<file path="config.mk">
export PLATFORM = sky130hd
export DESIGN_NAME = quoted_argument_tokenizer_core
export DESIGN_NICKNAME = d
export VERILOG_FILES = /design/src/rtl/qat_pkg.sv /design/src/rtl/quoted_argument_tokenizer_core.sv /design/src/rtl/qat_front.sv /design/src/rtl/qat_queue.sv /design/src/rtl/qat_back.sv
export VERILOG_INCLUDE_DIRS = /design/src /design/src/rtl
export SDC_FILE = /design/constraint.sdc
export NUM_CORES = 1
export LEC_CHECK = 0
export BUFFER_PORTS_ARGS = -buffer_cell sky130_fd_sc_hd__buf_2
export CORE_MARGIN = 2
export CORE_UTILIZATION = 46
export DETAILED_ROUTE_END_ITERATION = 10
export HOLD_SLACK_MARGIN = 0.03
export MAX_ROUTING_LAYER = met4
export SKIP_LAST_GASP = 1
export SLEW_MARGIN = 10
export SYNTH_ARGS = -nofsm -noshare
export SYNTH_HDL_FRONTEND = slang
export SYNTH_SLANG_ARGS = --single-unit
export TNS_END_PERCENT = 100
</file>
<file path="constraint.sdc">
create_clock -name clk -period 16.9 [get_ports clk]
set_input_delay 1.69 -clock clk [delete_from_list [all_inputs] [get_ports clk]]
set_output_delay 1.69 -clock clk [all_outputs]
set_load 0.02 [all_outputs]
</file>
<file path="src/rtl/quoted_argument_tokenizer_core_assert.svh">
// Assertion macros for the quoted argument tokenizer.
// Used by the top level only; expects a clock named clk and a reset named rst.
`ifndef QUOTED_ARGUMENT_TOKENIZER_CORE_ASSERT_SVH
`define QUOTED_ARGUMENT_TOKENIZER_CORE_ASSERT_SVH

`define QAT_ASSERT_SAME(label, cond, expr) \
  label: assert property (@(posedge clk) disable iff (rst) (cond) |-> (expr)) \
    else $error("qat: same-cycle check failed");

`define QAT_ASSERT_NEXT(label, cond, expr) \
  label: assert property (@(posedge clk) disable iff (rst) (cond) |=> (expr)) \
    else $error("qat: next-cycle check failed");

`endif

</file>
<file path="src/rtl/qat_pkg.sv">
// Shared types and constants for the quoted argument tokenizer.
// No dependencies; used by every module of the block.
`timescale 1ns / 1ps
`default_nettype none

package qat_pkg;

  localparam int MAX_ARGS    = 32;
  localparam int MAX_ARG_LEN = 256;
  localparam int MAX_RESULTS = 4;
  localparam int QUEUE_DEPTH = 4;

  localparam int COUNT_W = $clog2(MAX_RESULTS + 1);
  localparam int BEAT_W  = $clog2(MAX_RESULTS);
  localparam int QPTR_W  = $clog2(QUEUE_DEPTH);
  localparam int QCNT_W  = $clog2(QUEUE_DEPTH + 1);

  localparam logic [5:0] ARGS_LIMIT = 6'(MAX_ARGS);
  localparam logic [8:0] LEN_LIMIT  = 9'(MAX_ARG_LEN - 1);

  localparam logic [7:0] CH_SPACE  = 8'h20;
  localparam logic [7:0] CH_TAB    = 8'h09;
  localparam logic [7:0] CH_NL     = 8'h0A;
  localparam logic [7:0] CH_SQUOTE = 8'h27;
  localparam logic [7:0] CH_DQUOTE = 8'h22;
  localparam logic [7:0] CH_BSLASH = 8'h5C;

  localparam logic [3:0] ERR_BAD_QUOTE = 4'b0001;
  localparam logic [3:0] ERR_UNCLOSED  = 4'b0010;
  localparam logic [3:0] ERR_ESCAPE    = 4'b0100;
  localparam logic [3:0] ERR_OVERFLOW  = 4'b1000;

  typedef enum logic [1:0] {
    KIND_CHAR      = 2'd0,
    KIND_END       = 2'd1,
    KIND_BAD_QUOTE = 2'd2,
    KIND_FINISH    = 2'd3
  } kind_t;

  typedef struct packed {
    logic [7:0] ch;
    logic       last;
  } in_t;

  typedef struct packed {
    kind_t      kind;
    logic [7:0] out_char;
    logic [5:0] arg_index;
    logic [5:0] arg_total;
    logic [3:0] error_flags;
    logic       end_of_run;
  } out_t;

  typedef struct packed {
    logic [COUNT_W-1:0]         count;
    out_t [MAX_RESULTS-1:0]     beats;
  } bundle_t;

  typedef struct packed {
    logic full;
    logic empty;
  } queue_status_t;

endpackage

`default_nettype wire

</file>
<file path="src/rtl/quoted_argument_tokenizer_core.sv">
// Top level of the quoted argument tokenizer: front end, bundle queue, back end.
// Depends on qat_pkg, qat_front, qat_queue, qat_back and the assertion header.
//
// One character is accepted per cycle while the queue is not full. The front
// end turns each character into a bundle of zero to four result beats in the
// same cycle and writes each non-empty bundle into a four-entry queue; the back
// end sends one beat per cycle while result_stall is low. A character that
// produces no beat writes nothing into the queue. Input stalls only while the
// queue holds four bundles, so one character is accepted per cycle as long as
// the back end drains bundles as fast as they are written; each beat is sent.
`timescale 1ns / 1ps
`default_nettype none

`include "quoted_argument_tokenizer_core_assert.svh"

module quoted_argument_tokenizer_core (
  input  wire logic           clk,
  input  wire logic           rst,
  input  wire logic           item_valid,
  output logic                item_stall,
  input  wire qat_pkg::in_t   item,
  output logic                result_valid,
  input  wire logic           result_stall,
  output qat_pkg::out_t       result
);

  logic                   push;
  logic                   pop;
  qat_pkg::bundle_t       push_data;
  qat_pkg::bundle_t       head;
  qat_pkg::queue_status_t q_status;

  qat_front u_front (
    .clk        (clk),
    .rst        (rst),
    .item_valid (item_valid),
    .item_stall (item_stall),
    .item       (item),
    .q_status   (q_status),
    .push       (push),
    .bundle     (push_data)
  );

  qat_queue u_queue (
    .clk       (clk),
    .rst       (rst),
    .push      (push),
    .push_data (push_data),
    .pop       (pop),
    .head      (head),
    .status    (q_status)
  );

  qat_back u_back (
    .clk          (clk),
    .rst          (rst),
    .head         (head),
    .q_status     (q_status),
    .pop          (pop),
    .result_valid (result_valid),
    .result_stall (result_stall),
    .result       (result)
  );

  `QAT_ASSERT_SAME(a_no_push_when_full, push, !q_status.full)
  `QAT_ASSERT_SAME(a_finish_ends_run, result_valid && (result.kind == qat_pkg::KIND_FINISH), result.end_of_run)
  `QAT_ASSERT_SAME(a_char_only_on_append, result_valid && (result.kind != qat_pkg::KIND_CHAR), result.out_char == 8'd0)
  `QAT_ASSERT_NEXT(a_pop_frees_slot, q_status.full && pop && !push, !q_status.full)

endmodule

`default_nettype wire

</file>
<file path="src/rtl/qat_front.sv">
// Front end: accepts characters, runs the tokenizer state and builds one
// bundle of result beats per character. Depends on qat_pkg.
`timescale 1ns / 1ps
`default_nettype none

module qat_front (
  input  wire logic                   clk,
  input  wire logic                   rst,
  input  wire logic                   item_valid,
  output logic                        item_stall,
  input  wire qat_pkg::in_t           item,
  input  wire qat_pkg::queue_status_t q_status,
  output logic                        push,
  output qat_pkg::bundle_t            bundle
);

  logic       inside_token, inside_token_next;
  logic       inside_quote, inside_quote_next;
  logic       escape_pending, escape_pending_next;
  logic       quote_is_double, quote_is_double_next;
  logic       held_backslash, held_backslash_next;
  logic [5:0] args_done, args_done_next;
  logic [8:0] char_position, char_position_next;
  logic [3:0] sticky_errors, sticky_errors_next;

  logic                          accept;
  logic [7:0]                    c;
  logic [7:0]                    closer;
  logic                          app_a, app_b, end_b, bad_b;
  logic                          is_blank, is_quote;
  logic [3:0]                    fin_flags;
  logic [qat_pkg::COUNT_W-1:0]   n, n_m1;
  qat_pkg::out_t [qat_pkg::MAX_RESULTS-1:0] beats;

  function automatic qat_pkg::out_t make_beat(qat_pkg::kind_t k, logic [7:0] ch,
                                              logic [5:0] idx, logic [3:0] flags);
    qat_pkg::out_t b;
    b.kind        = k;
    b.out_char    = ch;
    b.arg_index   = idx;
    b.arg_total   = idx;
    b.error_flags = flags;
    b.end_of_run  = 1'b0;
    return b;
  endfunction

  assign item_stall = q_status.full;
  assign accept     = item_valid && !item_stall;

  always_comb begin
    inside_token_next    = inside_token;
    inside_quote_next    = inside_quote;
    escape_pending_next  = escape_pending;
    quote_is_double_next = quote_is_double;
    held_backslash_next  = held_backslash;
    args_done_next       = args_done;
    char_position_next   = char_position;
    sticky_errors_next   = sticky_errors;
    beats     = '0;
    n         = '0;
    app_a     = 1'b0;
    app_b     = 1'b0;
    end_b     = 1'b0;
    bad_b     = 1'b0;
    fin_flags = '0;
    c         = item.ch;
    closer    = quote_is_double ? qat_pkg::CH_DQUOTE : qat_pkg::CH_SQUOTE;
    is_blank  = (c == qat_pkg::CH_SPACE) || (c == qat_pkg::CH_TAB) || (c == qat_pkg::CH_NL);
    is_quote  = (c == qat_pkg::CH_SQUOTE) || (c == qat_pkg::CH_DQUOTE);

    // A backslash held inside quotes is settled by the character after it.
    if (held_backslash) begin
      held_backslash_next = 1'b0;
      if ((inside_quote && (c != closer)) || escape_pending) begin
        app_a = 1'b1;
      end else begin
        escape_pending_next = 1'b1;
      end
    end

    if (is_blank) begin
      if (inside_token) begin
        if (inside_quote) begin
          app_b = 1'b1;
        end else if (escape_pending_next) begin
          escape_pending_next = 1'b0;
          app_b = 1'b1;
        end else begin
          inside_token_next = 1'b0;
          end_b = 1'b1;
        end
      end
    end else if (is_quote) begin
      if (escape_pending_next) begin
        app_b = 1'b1;
        escape_pending_next = 1'b0;
      end else if (!inside_token) begin
        inside_token_next    = 1'b1;
        inside_quote_next    = 1'b1;
        quote_is_double_next = (c == qat_pkg::CH_DQUOTE);
      end else if (inside_quote) begin
        if (c == closer) begin
          inside_quote_next = 1'b0;
          inside_token_next = 1'b0;
          end_b = 1'b1;
        end else begin
          app_b = 1'b1;
        end
      end else begin
        bad_b = 1'b1;
      end
    end else if (c == qat_pkg::CH_BSLASH) begin
      if (inside_quote) begin
        if (item.last) begin
          app_b = 1'b1;
        end else begin
          held_backslash_next = 1'b1;
        end
      end else if (escape_pending_next) begin
        app_b = 1'b1;
      end else begin
        escape_pending_next = 1'b1;
      end
    end else begin
      inside_token_next = 1'b1;
      app_b = 1'b1;
      end_b = item.last;
    end

    if (app_a) begin
      if ((args_done_next >= qat_pkg::ARGS_LIMIT) || (char_position_next >= qat_pkg::LEN_LIMIT)) begin
        sticky_errors_next = sticky_errors_next | qat_pkg::ERR_OVERFLOW;
      end else begin
        beats[n[qat_pkg::BEAT_W-1:0]] = make_beat(qat_pkg::KIND_CHAR, qat_pkg::CH_BSLASH,
                                                  args_done_next, sticky_errors_next);
        n = n + 1'b1;
        char_position_next = char_position_next + 9'd1;
      end
    end

    if (app_b) begin
      if ((args_done_next >= qat_pkg::ARGS_LIMIT) || (char_position_next >= qat_pkg::LEN_LIMIT)) begin
        sticky_errors_next = sticky_errors_next | qat_pkg::ERR_OVERFLOW;
      end else begin
        beats[n[qat_pkg::BEAT_W-1:0]] = make_beat(qat_pkg::KIND_CHAR, c,
                                                  args_done_next, sticky_errors_next);
        n = n + 1'b1;
        char_position_next = char_position_next + 9'd1;
      end
    end

    if (end_b) begin
      char_position_next = '0;
      if (args_done_next >= qat_pkg::ARGS_LIMIT) begin
        sticky_errors_next = sticky_errors_next | qat_pkg::ERR_OVERFLOW;
      end else begin
        beats[n[qat_pkg::BEAT_W-1:0]] = make_beat(qat_pkg::KIND_END, 8'd0,
                                                  args_done_next, sticky_errors_next);
        n = n + 1'b1;
        args_done_next = args_done_next + 6'd1;
      end
    end

    if (bad_b) begin
      sticky_errors_next = sticky_errors_next | qat_pkg::ERR_BAD_QUOTE;
      beats[n[qat_pkg::BEAT_W-1:0]] = make_beat(qat_pkg::KIND_BAD_QUOTE, 8'd0,
                                                args_done_next, sticky_errors_next);
      n = n + 1'b1;
    end

    if (item.last) begin
      fin_flags = sticky_errors_next
                | (inside_quote_next   ? qat_pkg::ERR_UNCLOSED : 4'd0)
                | (escape_pending_next ? qat_pkg::ERR_ESCAPE   : 4'd0);
      beats[n[qat_pkg::BEAT_W-1:0]] = make_beat(qat_pkg::KIND_FINISH, 8'd0,
                                                args_done_next, fin_flags);
      n = n + 1'b1;
      inside_token_next    = 1'b0;
      inside_quote_next    = 1'b0;
      escape_pending_next  = 1'b0;
      quote_is_double_next = 1'b0;
      held_backslash_next  = 1'b0;
      args_done_next       = '0;
      char_position_next   = '0;
      sticky_errors_next   = '0;
    end

    n_m1 = n - 1'b1;
    if (n != '0) begin
      beats[n_m1[qat_pkg::BEAT_W-1:0]].end_of_run = 1'b1;
    end
  end

  assign push         = accept && (n != '0);
  assign bundle.count = n;
  assign bundle.beats = beats;

  always_ff @(posedge clk) begin
    if (rst) begin
      inside_token    <= 1'b0;
      inside_quote    <= 1'b0;
      escape_pending  <= 1'b0;
      quote_is_double <= 1'b0;
      held_backslash  <= 1'b0;
      args_done       <= '0;
      char_position   <= '0;
      sticky_errors   <= '0;
    end else if (accept) begin
      inside_token    <= inside_token_next;
      inside_quote    <= inside_quote_next;
      escape_pending  <= escape_pending_next;
      quote_is_double <= quote_is_double_next;
      held_backslash  <= held_backslash_next;
      args_done       <= args_done_next;
      char_position   <= char_position_next;
      sticky_errors   <= sticky_errors_next;
    end
  end

endmodule

`default_nettype wire

</file>
<file path="src/rtl/qat_queue.sv">
// Bundle queue between the front end and the back end of the tokenizer.
// Depends on qat_pkg.
`timescale 1ns / 1ps
`default_nettype none

module qat_queue (
  input  wire logic                   clk,
  input  wire logic                   rst,
  input  wire logic                   push,
  input  wire qat_pkg::bundle_t       push_data,
  input  wire logic                   pop,
  output qat_pkg::bundle_t            head,
  output qat_pkg::queue_status_t      status
);

  qat_pkg::bundle_t               entries [qat_pkg::QUEUE_DEPTH];
  logic [qat_pkg::QPTR_W-1:0]     wr_ptr, rd_ptr;
  logic [qat_pkg::QCNT_W-1:0]     fill;

  assign status.full  = (fill == qat_pkg::QCNT_W'(qat_pkg::QUEUE_DEPTH));
  assign status.empty = (fill == '0);
  assign head         = entries[rd_ptr];

  always_ff @(posedge clk) begin
    if (push) begin
      entries[wr_ptr] <= push_data;
    end
  end

  always_ff @(posedge clk) begin
    if (rst) begin
      wr_ptr <= '0;
      rd_ptr <= '0;
      fill   <= '0;
    end else begin
      if (push) begin
        wr_ptr <= wr_ptr + 1'b1;
      end
      if (pop) begin
        rd_ptr <= rd_ptr + 1'b1;
      end
      if (push && !pop) begin
        fill <= fill + 1'b1;
      end else if (pop && !push) begin
        fill <= fill - 1'b1;
      end
    end
  end

endmodule

`default_nettype wire

</file>
<file path="src/rtl/qat_back.sv">
// Back end: plays out the beats of the bundle at the queue head, one a cycle
// while result_stall is low. Depends on qat_pkg.
`timescale 1ns / 1ps
`default_nettype none

module qat_back (
  input  wire logic                   clk,
  input  wire logic                   rst,
  input  wire qat_pkg::bundle_t       head,
  input  wire qat_pkg::queue_status_t q_status,
  output logic                        pop,
  output logic                        result_valid,
  input  wire logic                   result_stall,
  output qat_pkg::out_t               result
);

  logic [qat_pkg::BEAT_W-1:0]  beat_idx;
  logic                        accept;
  logic                        last_beat;

  assign result_valid = !q_status.empty;
  assign result       = head.beats[beat_idx];
  assign accept       = result_valid && !result_stall;
  assign last_beat    = ({1'b0, beat_idx} + 1'b1) == head.count;
  assign pop          = accept && last_beat;

  always_ff @(posedge clk) begin
    if (rst) begin
      beat_idx <= '0;
    end else if (pop) begin
      beat_idx <= '0;
    end else if (accept) begin
      beat_idx <= beat_idx + 1'b1;
    end
  end

endmodule

`default_nettype wire

</file>
==> qor.yml, run 1 <==
synthesis:
  synth_ff_type: "edfxtp_1"
  ys_async_sr_fraction_pct: 0
  netlist_area_um2: 14560
  synth_fp_nets: 978
  syn_area_per_cell_um2: 15.50
  synthTopCellsByArea: "edfxtp_1 (59%), mux4_2 (13%), dfxtp_1 (4.5%), ha_1 (2.1%), nor2_1 (1.9%)"
  synth-seq-cells: 317
  synthAdderAreaFrac_pct: 2.286
  yosysWarnings: 0
  synth_compound_area_share_pct: 7.151
  yosysTopAreaCell: "edfxtp_1"
  synth-xor-area-share_pct: 1.255
  synth_cell_type_count: 93
  synth-edff-count: 284
  synth_commonest_cells: "edfxtp_1 (284), mux4_2 (84), nor2_1 (72)"
  synth_most_common_cell: "edfxtp_1"
  syn_inst: 939
  yosysTopAreaCellShare_pct: 58.58
  muxShareOfSynthArea_pct: 14.53
  synth_top_family_by_area: "multiplexers"
  yosysSeqAreaShare_pct: 63.12
  synth-simple-area-share_pct: 8.509
worst_hold_path:
  whs_endpoint: "u_front.char_position[6]$_SDFFE_PP0P_"
  worstHoldPathCells: 2
  hp-start: "u_front.char_position[6]$_SDFFE_PP0P_"
  worstHoldPathType: "reg -> reg"
worst_setup_path:
  worstReg2RegEnd: "u_queue.entries[1][38]$_DFFE_PP_"
  r2r.worst_path.cells: 27
  cp_num_buf_inv: 6
  crit_fanout: 48
  crit_top_cell: "ha_1"
  reg2reg_from: "u_front.char_position[0]$_SDFFE_PP0P_"
  cp_slowest_cell: "buf_4"
  max_stage_delay_ps: 670
  start_kind: "input port"
  crit_required_ps: 17030
  reg2reg_slack_ps: 9080
  critical_path_class: "in -> reg"
  worstPathArrival_ps: 8680
  cp_top_family: "simple AND/OR/NAND/NOR gates"
  cp-end-kind: "register"
power_and_ir_drop:
  swShare_pct: 26.36
  ir_drop_v: 0.00005978
  clkPwrFrac_pct: 34.9
  p_switching_uw: 541.4
  internal_power_mw: 1.513
  power.density_nw_per_um2: 127.5
  pwr-share-seq_pct: 46.8
  p_comb_share_pct: 18.3
  p_leak_nw: 5.375
sta:
  fin_skew_ps: 15.73
  hold_violations: 0
  slew_violations: 0
  fin_tns_setup_ps: 0
  rsz0062_at_grt: "false"
  relSlewSlack_pct: 27.72
  post-route-period-util_pct: 50.57
  setup_viol: 0
  holdWs_ps: 509.6
  max_freq_ghz: 0.1170
  tightest_slew_ps: 1073
  period_needed_ps: 8546
grt:
  track_usage_pct: 19.95
  grt_pass1_vias: 8135
  antenna_found_initial: 0
  grt_pass1_wl_um: 48600
  grt_overflow: 0
  grt_max_degree: 54
final_layout:
  drive_gt1_share_pct: 23.49
  num_antenna_cells: 0
  nets: 1008
  post-route-util_pct: 51.32
  area_growth_pct: 10.67
routing:
  drc: 0
  routed_wl_um: 31340
  via_per_inst: 5.854
  wl_per_cell_um: 22.48
  drt_pass1_iterations: 5
  vias: 8160
  drt-initial-drc-count: 711
  ant_nets: 0
placed_design:
  post-dp-hpwl_um: 19730
  numPortBuffers: 41
  globalplace.congestion: 0.8556
cts:
  cts_root_buf: "clkbuf_16"
  cts_buffer_depth: 3
  htree_levels: 2
  clk_pin_slew_worst_paths_ps: 60
  insertion_delay_ps: 510
  cts_buffers: 34
  cts_tree: "yes"
  ctsResizeCount: 0
  clock_sinks: 317
  postCtsSetupRepairBufs: 0
  hold_buffers: 0
floorplan:
  core_area_um2: 31390
  ios: 42
  std_cell_rows: 65
  initial_core_util_pct: 46.37
  die_w_um: 181.9
  die_h_um: 181.9
  dieArea_um2: 33090
job:
  drv_cap: 0
outcome:
  outcome: "finished clean"
placed cells by master, fill, tap and decap left out, types with 4 or more instances in the layout:
| master | n |
|---|---|
| o31ai_1 | 7 |
| a21oi_1 | 34 |
| buf_4 | 11 |
| edfxtp_1 | 284 |
| mux2i_1 | 15 |
| inv_1 | 33 |
| nor3b_1 | 4 |
| or2_2 | 4 |
| xor2_1 | 10 |
| o21ai_0 | 33 |
| or3_1 | 5 |
| mux4_2 | 84 |
| nand2b_1 | 5 |
| nor2b_1 | 6 |
| and2_4 | 4 |
| nand2_1 | 58 |
| dfxtp_1 | 30 |
| o21ai_1 | 6 |
| a31oi_1 | 7 |
| buf_2 | 41 |
| and3_1 | 10 |
| o22ai_1 | 10 |
| nand3_1 | 10 |
| ha_1 | 25 |
| clkbuf_16 | 35 |
| clkinv_1 | 6 |
| clkbuf_1 | 7 |
| and2_1 | 9 |
| o21a_1 | 4 |
| xnor2_1 | 9 |
| clkinv_2 | 6 |
| nor3_1 | 18 |
| nor2_1 | 72 |
metrics by stage:
step,total power [mW],instance area (µm²),cells,worst slack [ps]
2_1_floorplan,1.253,14560,939,7923
3_3_place_gp,1.359,15030,1335,7903
3_5_place_dp,1.362,15030,1335,7812
4_1_cts,2.078,16110,1394,8350
5_1_grt,2.139,16110,1394,7707
6_report,2.054,16110,1394,8354
registers in the layout (all words and copies together), names as in the netlist, named ones only:
| name | cells |
|---|---|
| u_front.inside_token | 1 |
| u_front.args_done | 6 |
| u_queue.fill | 3 |
| u_queue.entries | 284 |
| u_queue.wr_ptr | 2 |
| u_front.quote_is_double | 1 |
| u_front.char_position | 9 |
| u_front.held_backslash | 1 |
| u_queue.rd_ptr | 2 |
| u_front.inside_quote | 1 |
| u_front.sticky_errors | 2 |
| u_front.escape_pending | 1 |
| u_back.beat_idx | 2 |
logic make-up after synthesis:
| family | Yosys count |
|---|---|
| adder cells (fa/ha/maj) | 26 |
| AND/OR/NAND/NOR | 234 |
| multiplexers | 103 |
| buffers and inverters | 91 |
| flip-flops | 317 |
| XOR/XNOR | 20 |
| AO/OA/AOI/OAI | 148 |
area by class of cell:
cell class,count,area (µm²)
clock buffer,42,902.1
multi-input combinational,531,4921
clock inverter,17,175.2
sequential,317,9198
inverter,33,123.9
timing repair buffer,52,287.8
fill,2574,15280
tap,402,503.0
worst reg2reg max path: stages (launching register included):
cell and delay, ps:
dfxtp_1 400, ha_1 330, a21oi_1 220, o31a_1 290
and2_1 280, nand2_8 100, inv_1 390, nand2_1 180
nor4_1 250, o21ai_0 130, nor3_1 180, ha_1 170
nor3_1 50, o21ai_1 130, inv_1 60, ha_1 320
mux2i_4 280, inv_1 110, ha_1 310, mux2i_2 310
ha_1 300, mux2i_1 310, inv_1 110, ha_1 300
and2b_2 230, a311oi_4 510, and2_4 500, buf_4 670
per-layer routing:
layer | vias to the layer above | global-route usage [%] | wire (µm)
met5 | - | - | 0
li1 | 3724 | - | -
met1 | 4166 | 27.57 | 14280
met2 | 224 | 31.62 | 14950
met3 | 46 | 2.607 | 1483
met4 | 0 | 5.290 | 630
power by group through the flow:
stage | logic [mW] | clock network [mW] | registers, mW
2_1_floorplan | 0.291 | 0 | 0.962
3_3_place_gp | 0.382 | 0 | 0.977
3_5_place_dp | 0.383 | 0 | 0.979
4_1_cts | 0.384 | 0.730 | 0.963
5_1_grt | 0.407 | 0.763 | 0.969
6_report | 0.375 | 0.717 | 0.962
worst max-delay path by stage:
stage                        from                               end  slack [ps]  cells past startpoint
after detailed placement  item[1]  u_queue.entries[0][27]$_DFFE_PP_        7810                     27
after global routing      item[1]  u_queue.entries[0][27]$_DFFE_PP_        7710                     27
after floorplan           item[3]   u_queue.entries[0][0]$_DFFE_PP_        7920                     27
after global placement    item[1]  u_queue.entries[1][27]$_DFFE_PP_        7900                     27
after CTS                 item[1]   u_queue.entries[0][0]$_DFFE_PP_        8350                     27
final                     item[1]  u_queue.entries[1][38]$_DFFE_PP_        8350                     27
Power figures use the tool's default switching activity.
==> inputs of run 2 (changes only) <==
- clock period: 16.9 -> 7.8 ns (I/O delays scaled with it)
==> qor.yml, run 2 (same netlist as run 1, synthesis figures left out) <==
cts:
  clock_sinks: 317
  htree_levels: 2
  clk_pin_slew_worst_paths_ps: 60
  cts_root_buf: "clkbuf_16"
  cts_buffers: 35
  cts_buffer_depth: 3
  insertion_delay_ps: 520
  cts_tree: "yes"
worst_setup_path:
  cp-end-kind: "register"
  crit_top_cell: "ha_1"
  critical_path_class: "reg -> reg"
  start_kind: "register"
  worstPathArrival_ps: 7620
  cp_slowest_cell: "a311oi_4"
  max_stage_delay_ps: 440
  crit_fanout: 10
  crit_required_ps: 8240
power_and_ir_drop:
  ir_drop_v: 0.0001697
  power.density_nw_per_um2: 275.9
  pwr-share-seq_pct: 46.0
  swShare_pct: 26.14
  p_switching_mw: 1.176
  p_leak_nw: 5.481
  internal_power_mw: 3.324
  clkPwrFrac_pct: 35.4
  p_comb_share_pct: 18.6
grt:
  antenna_found_initial: 1
  use_met1_pct: 26.80
  grt_pass1_vias: 8375
  met3_usage_pct: 2.888
  grt_pass1_wl_um: 48160
  track_usage_pct: 19.53
  grt_overflow: 0
  grt_max_degree: 56
  met2_usage_pct: 30.64
  grt_most_used_layer: "met2"
floorplan:
  std_cell_rows: 65
  dieArea_um2: 33090
  ios: 42
  die_h_um: 181.9
  die_w_um: 181.9
  core_area_um2: 31390
  initial_core_util_pct: 46.37
sta:
  fin_ws_ps: 612.7
  tightest_slew_ps: 1030
  slew_violations: 0
  holdWs_ps: 495.4
  setup_viol: 0
  rsz0062_at_grt: "false"
  fin_tns_setup_ps: 0
  relSlewSlack_pct: 30.58
  period_needed_ps: 7187
  fin_skew_ps: 17.41
  max_freq_ghz: 0.1391
  hold_violations: 0
  post-route-period-util_pct: 92.14
job:
  drv_cap: 0
placed_design:
  pre_cts_slack_ps: 97.82
  globalplace.congestion: 0.8837
  post-dp-hpwl_um: 19340
  numPortBuffers: 41
  placed_cell_area_um2: 15170
routing:
  via_per_inst: 5.826
  drc: 0
  vias: 8226
  drt-initial-drc-count: 712
  wl_per_cell_um: 21.72
  ant_nets: 0
  routed_wl_um: 30670
  drt_pass1_iterations: 7
final_layout:
  area_growth_pct: 12.07
  nets: 1023
  final_cell_mix: "edfxtp_1 (284), mux4_2 (84), nor2_1 (72), nand2_1 (58), buf_2 (41)"
  fin_area_um2: 16310
  drive_gt1_share_pct: 24.88
  largestRegisters: "u_queue.entries x284, u_front.char_position x9, u_front.args_done x6"
  layout_commonest_cell: "edfxtp_1"
  largest_reg_flops: 284
  top_register: "u_queue.entries"
worst_hold_path:
  worstHoldPathType: "reg -> reg"
outcome:
  outcome: "finished clean"
==> run 2: cell count changes in the layout (fill, tap and decap cells not counted), moves of 2 or more <==
cell / change
buf_12: +4
buf_4: +10
clkbuf_1: -2
clkinv_1: +2
==> run 2: path summary, 6_finish.rpt <==
path         cells after the start  slack [ps]                            to                                  start
max                             32         610  u_queue.fill[2]$_SDFFE_PP0P_  u_front.char_position[0]$_SDFFE_PP0P_
min reg2reg                      2         500  u_queue.fill[2]$_SDFFE_PP0P_           u_queue.fill[2]$_SDFFE_PP0P_
max reg2reg                     32         610  u_queue.fill[2]$_SDFFE_PP0P_  u_front.char_position[0]$_SDFFE_PP0P_
min                              2         500  u_queue.fill[2]$_SDFFE_PP0P_           u_queue.fill[2]$_SDFFE_PP0P_
==> run 2: power groups by stage <==
stage               logic (mW)  registers [mW]  clock network, mW
floorplan                0.632            2.08                  0
global placement         0.841            2.11                  0
detailed placement       0.846            2.11                  0
CTS                      0.847            2.07               1.63
global route             0.900            2.09               1.70
finish                   0.835            2.07               1.59
==> run 2: area by class of cell <==
| class | count | area [µm²] |
|---|---|---|
| fill | 2566 | 15080 |
| sequential | 317 | 9198 |
| multi-input combinational | 531 | 4925 |
| clock buffer | 42 | 933.4 |
| tap | 402 | 503.0 |
| timing repair buffer | 66 | 442.9 |
| clock inverter | 20 | 186.4 |
| inverter | 33 | 123.9 |
| antenna | 1 | 2.502 |
==> run 2: per-stage QoR <==
step	instances	total power [mW]	util (%)
2_1_floorplan	939	2.710	-
3_3_place_gp	1346	2.947	48.31
3_5_place_dp	1346	2.955	48.31
4_1_cts	1408	4.552	51.88
5_1_grt	1412	4.687	51.97
6_report	1412	4.500	51.97
==> run 2: critical path, delay by kind of cell (launching register included) <==
family | cells | cell delay, ps
multiplexers | 3 | 730
flip-flops | 1 | 380
AO/OA/AOI/OAI | 6 | 1350
adder cells (fa/ha/maj) | 8 | 2260
AND/OR/NAND/NOR | 8 | 1500
XOR/XNOR | 2 | 320
buffers and inverters | 5 | 560
==> run 2: metal layers <==
layer | wire length [µm] | up-vias | share of wire (%)
met5 | 0 | - | 0
met4 | 688 | 0 | 2.2
met3 | 1496 | 60 | 4.9
met2 | 14730 | 236 | 48
met1 | 13750 | 4167 | 45
li1 | - | 3763 | -
==> run 2: repair_timing <==
| action | in CTS | in global routing |
|---|---|---|
| hold buffers | 0 | 0 |
| setup endpoints to repair | 0 | 1 |
| setup buffers | 0 | 3 |
| gates resized for setup | 0 | 1 |
| hold endpoints to repair | 0 | 0 |
==> inputs of run 3 (changes only) <==
- ABC_AREA: not set -> 1
- BUFFER_PORTS_ARGS: -buffer_cell sky130_fd_sc_hd__buf_2 -> -buffer_cell sky130_fd_sc_hd__clkbuf_2
==> qor.yml, run 3 <==
worst_setup_path:
  reg2reg_from: "u_front.char_position[1]$_SDFFE_PP0P_"
  crit_required_ps: 8040
  critical_path_class: "in -> reg"
  worstPathArrival_ps: 7050
  cp_top_family: "simple AND/OR/NAND/NOR gates"
  crit_top_cell: "nand2_1"
  cp_slowest_cell: "nor3b_1"
  startpoint: "item[2]"
  start_kind: "input port"
  cp_num_buf_inv: 10
  crit_fanout: 13
  cp-end-kind: "register"
  max_stage_delay_ps: 590
sta:
  rsz0062_at_grt: "false"
  setup_viol: 0
  max_freq_ghz: 0.1469
  fin_skew_ps: 21.02
  post-route-period-util_pct: 87.29
  period_needed_ps: 6809
  tightest_slew_ps: 1083
  hold_violations: 0
  relSlewSlack_pct: 27.73
  slew_violations: 0
worst_hold_path:
  worstHoldPathType: "reg -> reg"
  hp-start: "u_front.escape_pending$_SDFFE_PP0P_"
cts:
  htree_levels: 2
  postCtsSetupRepairBufs: 0
  cts_buffers: 36
  ctsResizeCount: 0
  cts_tree: "yes"
  cts_root_buf: "clkbuf_16"
  insertion_delay_ps: 520
  clock_sinks: 317
  clk_pin_slew_worst_paths_ps: 60
  hold_buffers: 0
  cts_buffer_depth: 3
synthesis:
  synth_most_common_cell: "edfxtp_1"
  synth-seq-cells: 317
  yosysTopAreaCellShare_pct: 57.82
  syn_area_per_cell_um2: 10.65
  yosysTopAreaCell: "edfxtp_1"
  yosysWarnings: 0
  synth_commonest_cells: "edfxtp_1 (284), nor2_1 (200), o21ai_0 (171)"
  synth_cell_type_count: 49
  syn_inst: 1385
  synth-edff-count: 284
  synthTopCellsByArea: "edfxtp_1 (58%), o21ai_0 (5.8%), nor2_1 (5.1%), dfxtp_1 (4.5%), nand2_1 (4.2%)"
  yosysSeqAreaShare_pct: 62.30
  synth_ff_type: "edfxtp_1"
  netlist_area_um2: 14750
  ys_async_sr_fraction_pct: 0
  synth_fp_nets: 1424
grt:
  grt_max_degree: 101
  track_usage_pct: 23.04
  grt_overflow: 0
  grt_pass1_vias: 10020
  antenna_found_initial: 0
  grt_pass1_wl_um: 57950
routing:
  drt_pass1_iterations: 5
  vias: 10460
  ant_nets: 0
  drc: 0
  drt-initial-drc-count: 1126
  wl_per_cell_um: 20.18
  routed_wl_um: 37070
  via_per_inst: 5.694
floorplan:
  core_area_um2: 31560
  die_w_um: 183.1
  ios: 42
  initial_core_util_pct: 46.74
  std_cell_rows: 65
  die_h_um: 183.1
  dieArea_um2: 33510
final_layout:
  drive_gt1_share_pct: 13.45
  top_register: "u_queue.entries"
  layout_commonest_cell: "edfxtp_1"
  fin_area_um2: 16460
  largest_reg_flops: 284
  post-route-util_pct: 52.17
  final_cell_mix: "edfxtp_1 (284), nor2_1 (196), o21ai_0 (171), nand2_1 (165), inv_1 (89)"
  nets: 1447
  num_antenna_cells: 0
  largestRegisters: "u_queue.entries x284, u_front.char_position x9, u_front.args_done x6"
  area_growth_pct: 11.61
placed_design:
  placed_cell_area_um2: 15330
  globalplace.congestion: 0.8944
  post-dp-hpwl_um: 22430
  numPortBuffers: 41
power_and_ir_drop:
  p_leak_nw: 5.945
  ir_drop_v: 0.0001570
  power.density_nw_per_um2: 289.4
outcome:
  outcome: "finished clean"
job:
  drv_cap: 0
-- run 3: cell families after synthesis --
family                   Yosys count  share of synthesized area (%)
AND/OR/NAND/NOR                  512                          16.09
flip-flops                       317                          62.30
XOR/XNOR                          13                         0.8228
buffers and inverters            180                          4.852
adder cells (fa/ha/maj)           26                          2.256
AO/OA/AOI/OAI                    337                          13.68
-- run 3: final timing paths --
kind | slack [ps] | to | depth (start not counted)
worst max-delay path | 990 | u_queue.entries[0][48]$_DFFE_PP_ | 38
worst min-delay path | 480 | u_front.escape_pending$_SDFFE_PP0P_ | 2
worst max register to register | 1040 | u_queue.entries[0][48]$_DFFE_PP_ | 37
worst min register to register | 480 | u_front.escape_pending$_SDFFE_PP0P_ | 2
-- run 3: layer usage --
| layer | part of all wire, % | GRT usage [%] |
|---|---|---|
| met1 | 46 | 32.33 |
| met5 | 0 | - |
| met3 | 6.1 | 3.733 |
| met2 | 46 | 35.50 |
| met4 | 1.8 | 5.344 |
-- run 3: area by class of cell --
| class | count | area [µm²] |
|---|---|---|
| clock buffers | 53 | 1047 |
| flip-flops and latches | 317 | 9194 |
| inverters | 109 | 411.6 |
| well taps | 402 | 503.0 |
| repair buffers | 56 | 342.8 |
| multi-input cells | 888 | 4876 |
| fillers | 2777 | 15090 |
| clock inverters | 12 | 88.84 |
-- run 3: worst register-to-register path: cells and delay by family, from the launching register on --
family	cells	cell delay, ps
flops	1	440
buf+inv	9	1090
compound gates	3	340
fa+ha+maj	7	1640
simple gates	18	2980
-- run 3: through the flow --
step	worst slack [ps]	TNS (ps)	hold slack, ps	total power [mW]	instances
3_3_place_gp	739.9	0	454.3	3.208	1772
4_1_cts	1032	0	476.9	4.800	1837
6_report	991.2	0	483.3	4.765	1837
5_1_grt	372.9	0	514.2	4.996	1837
3_5_place_dp	522.2	0	467.7	3.217	1772
2_1_floorplan	-914.4	-259680	445.3	2.873	1385
-- run 3: report_power, final --
| part | switching [mW] | leakage (nW) | internal, mW |
|---|---|---|---|
| logic | 0.768 | 2.48 | 0.299 |
| registers | 0.0715 | 2.93 | 2.03 |
| clock network | 0.658 | 0.541 | 0.937 |
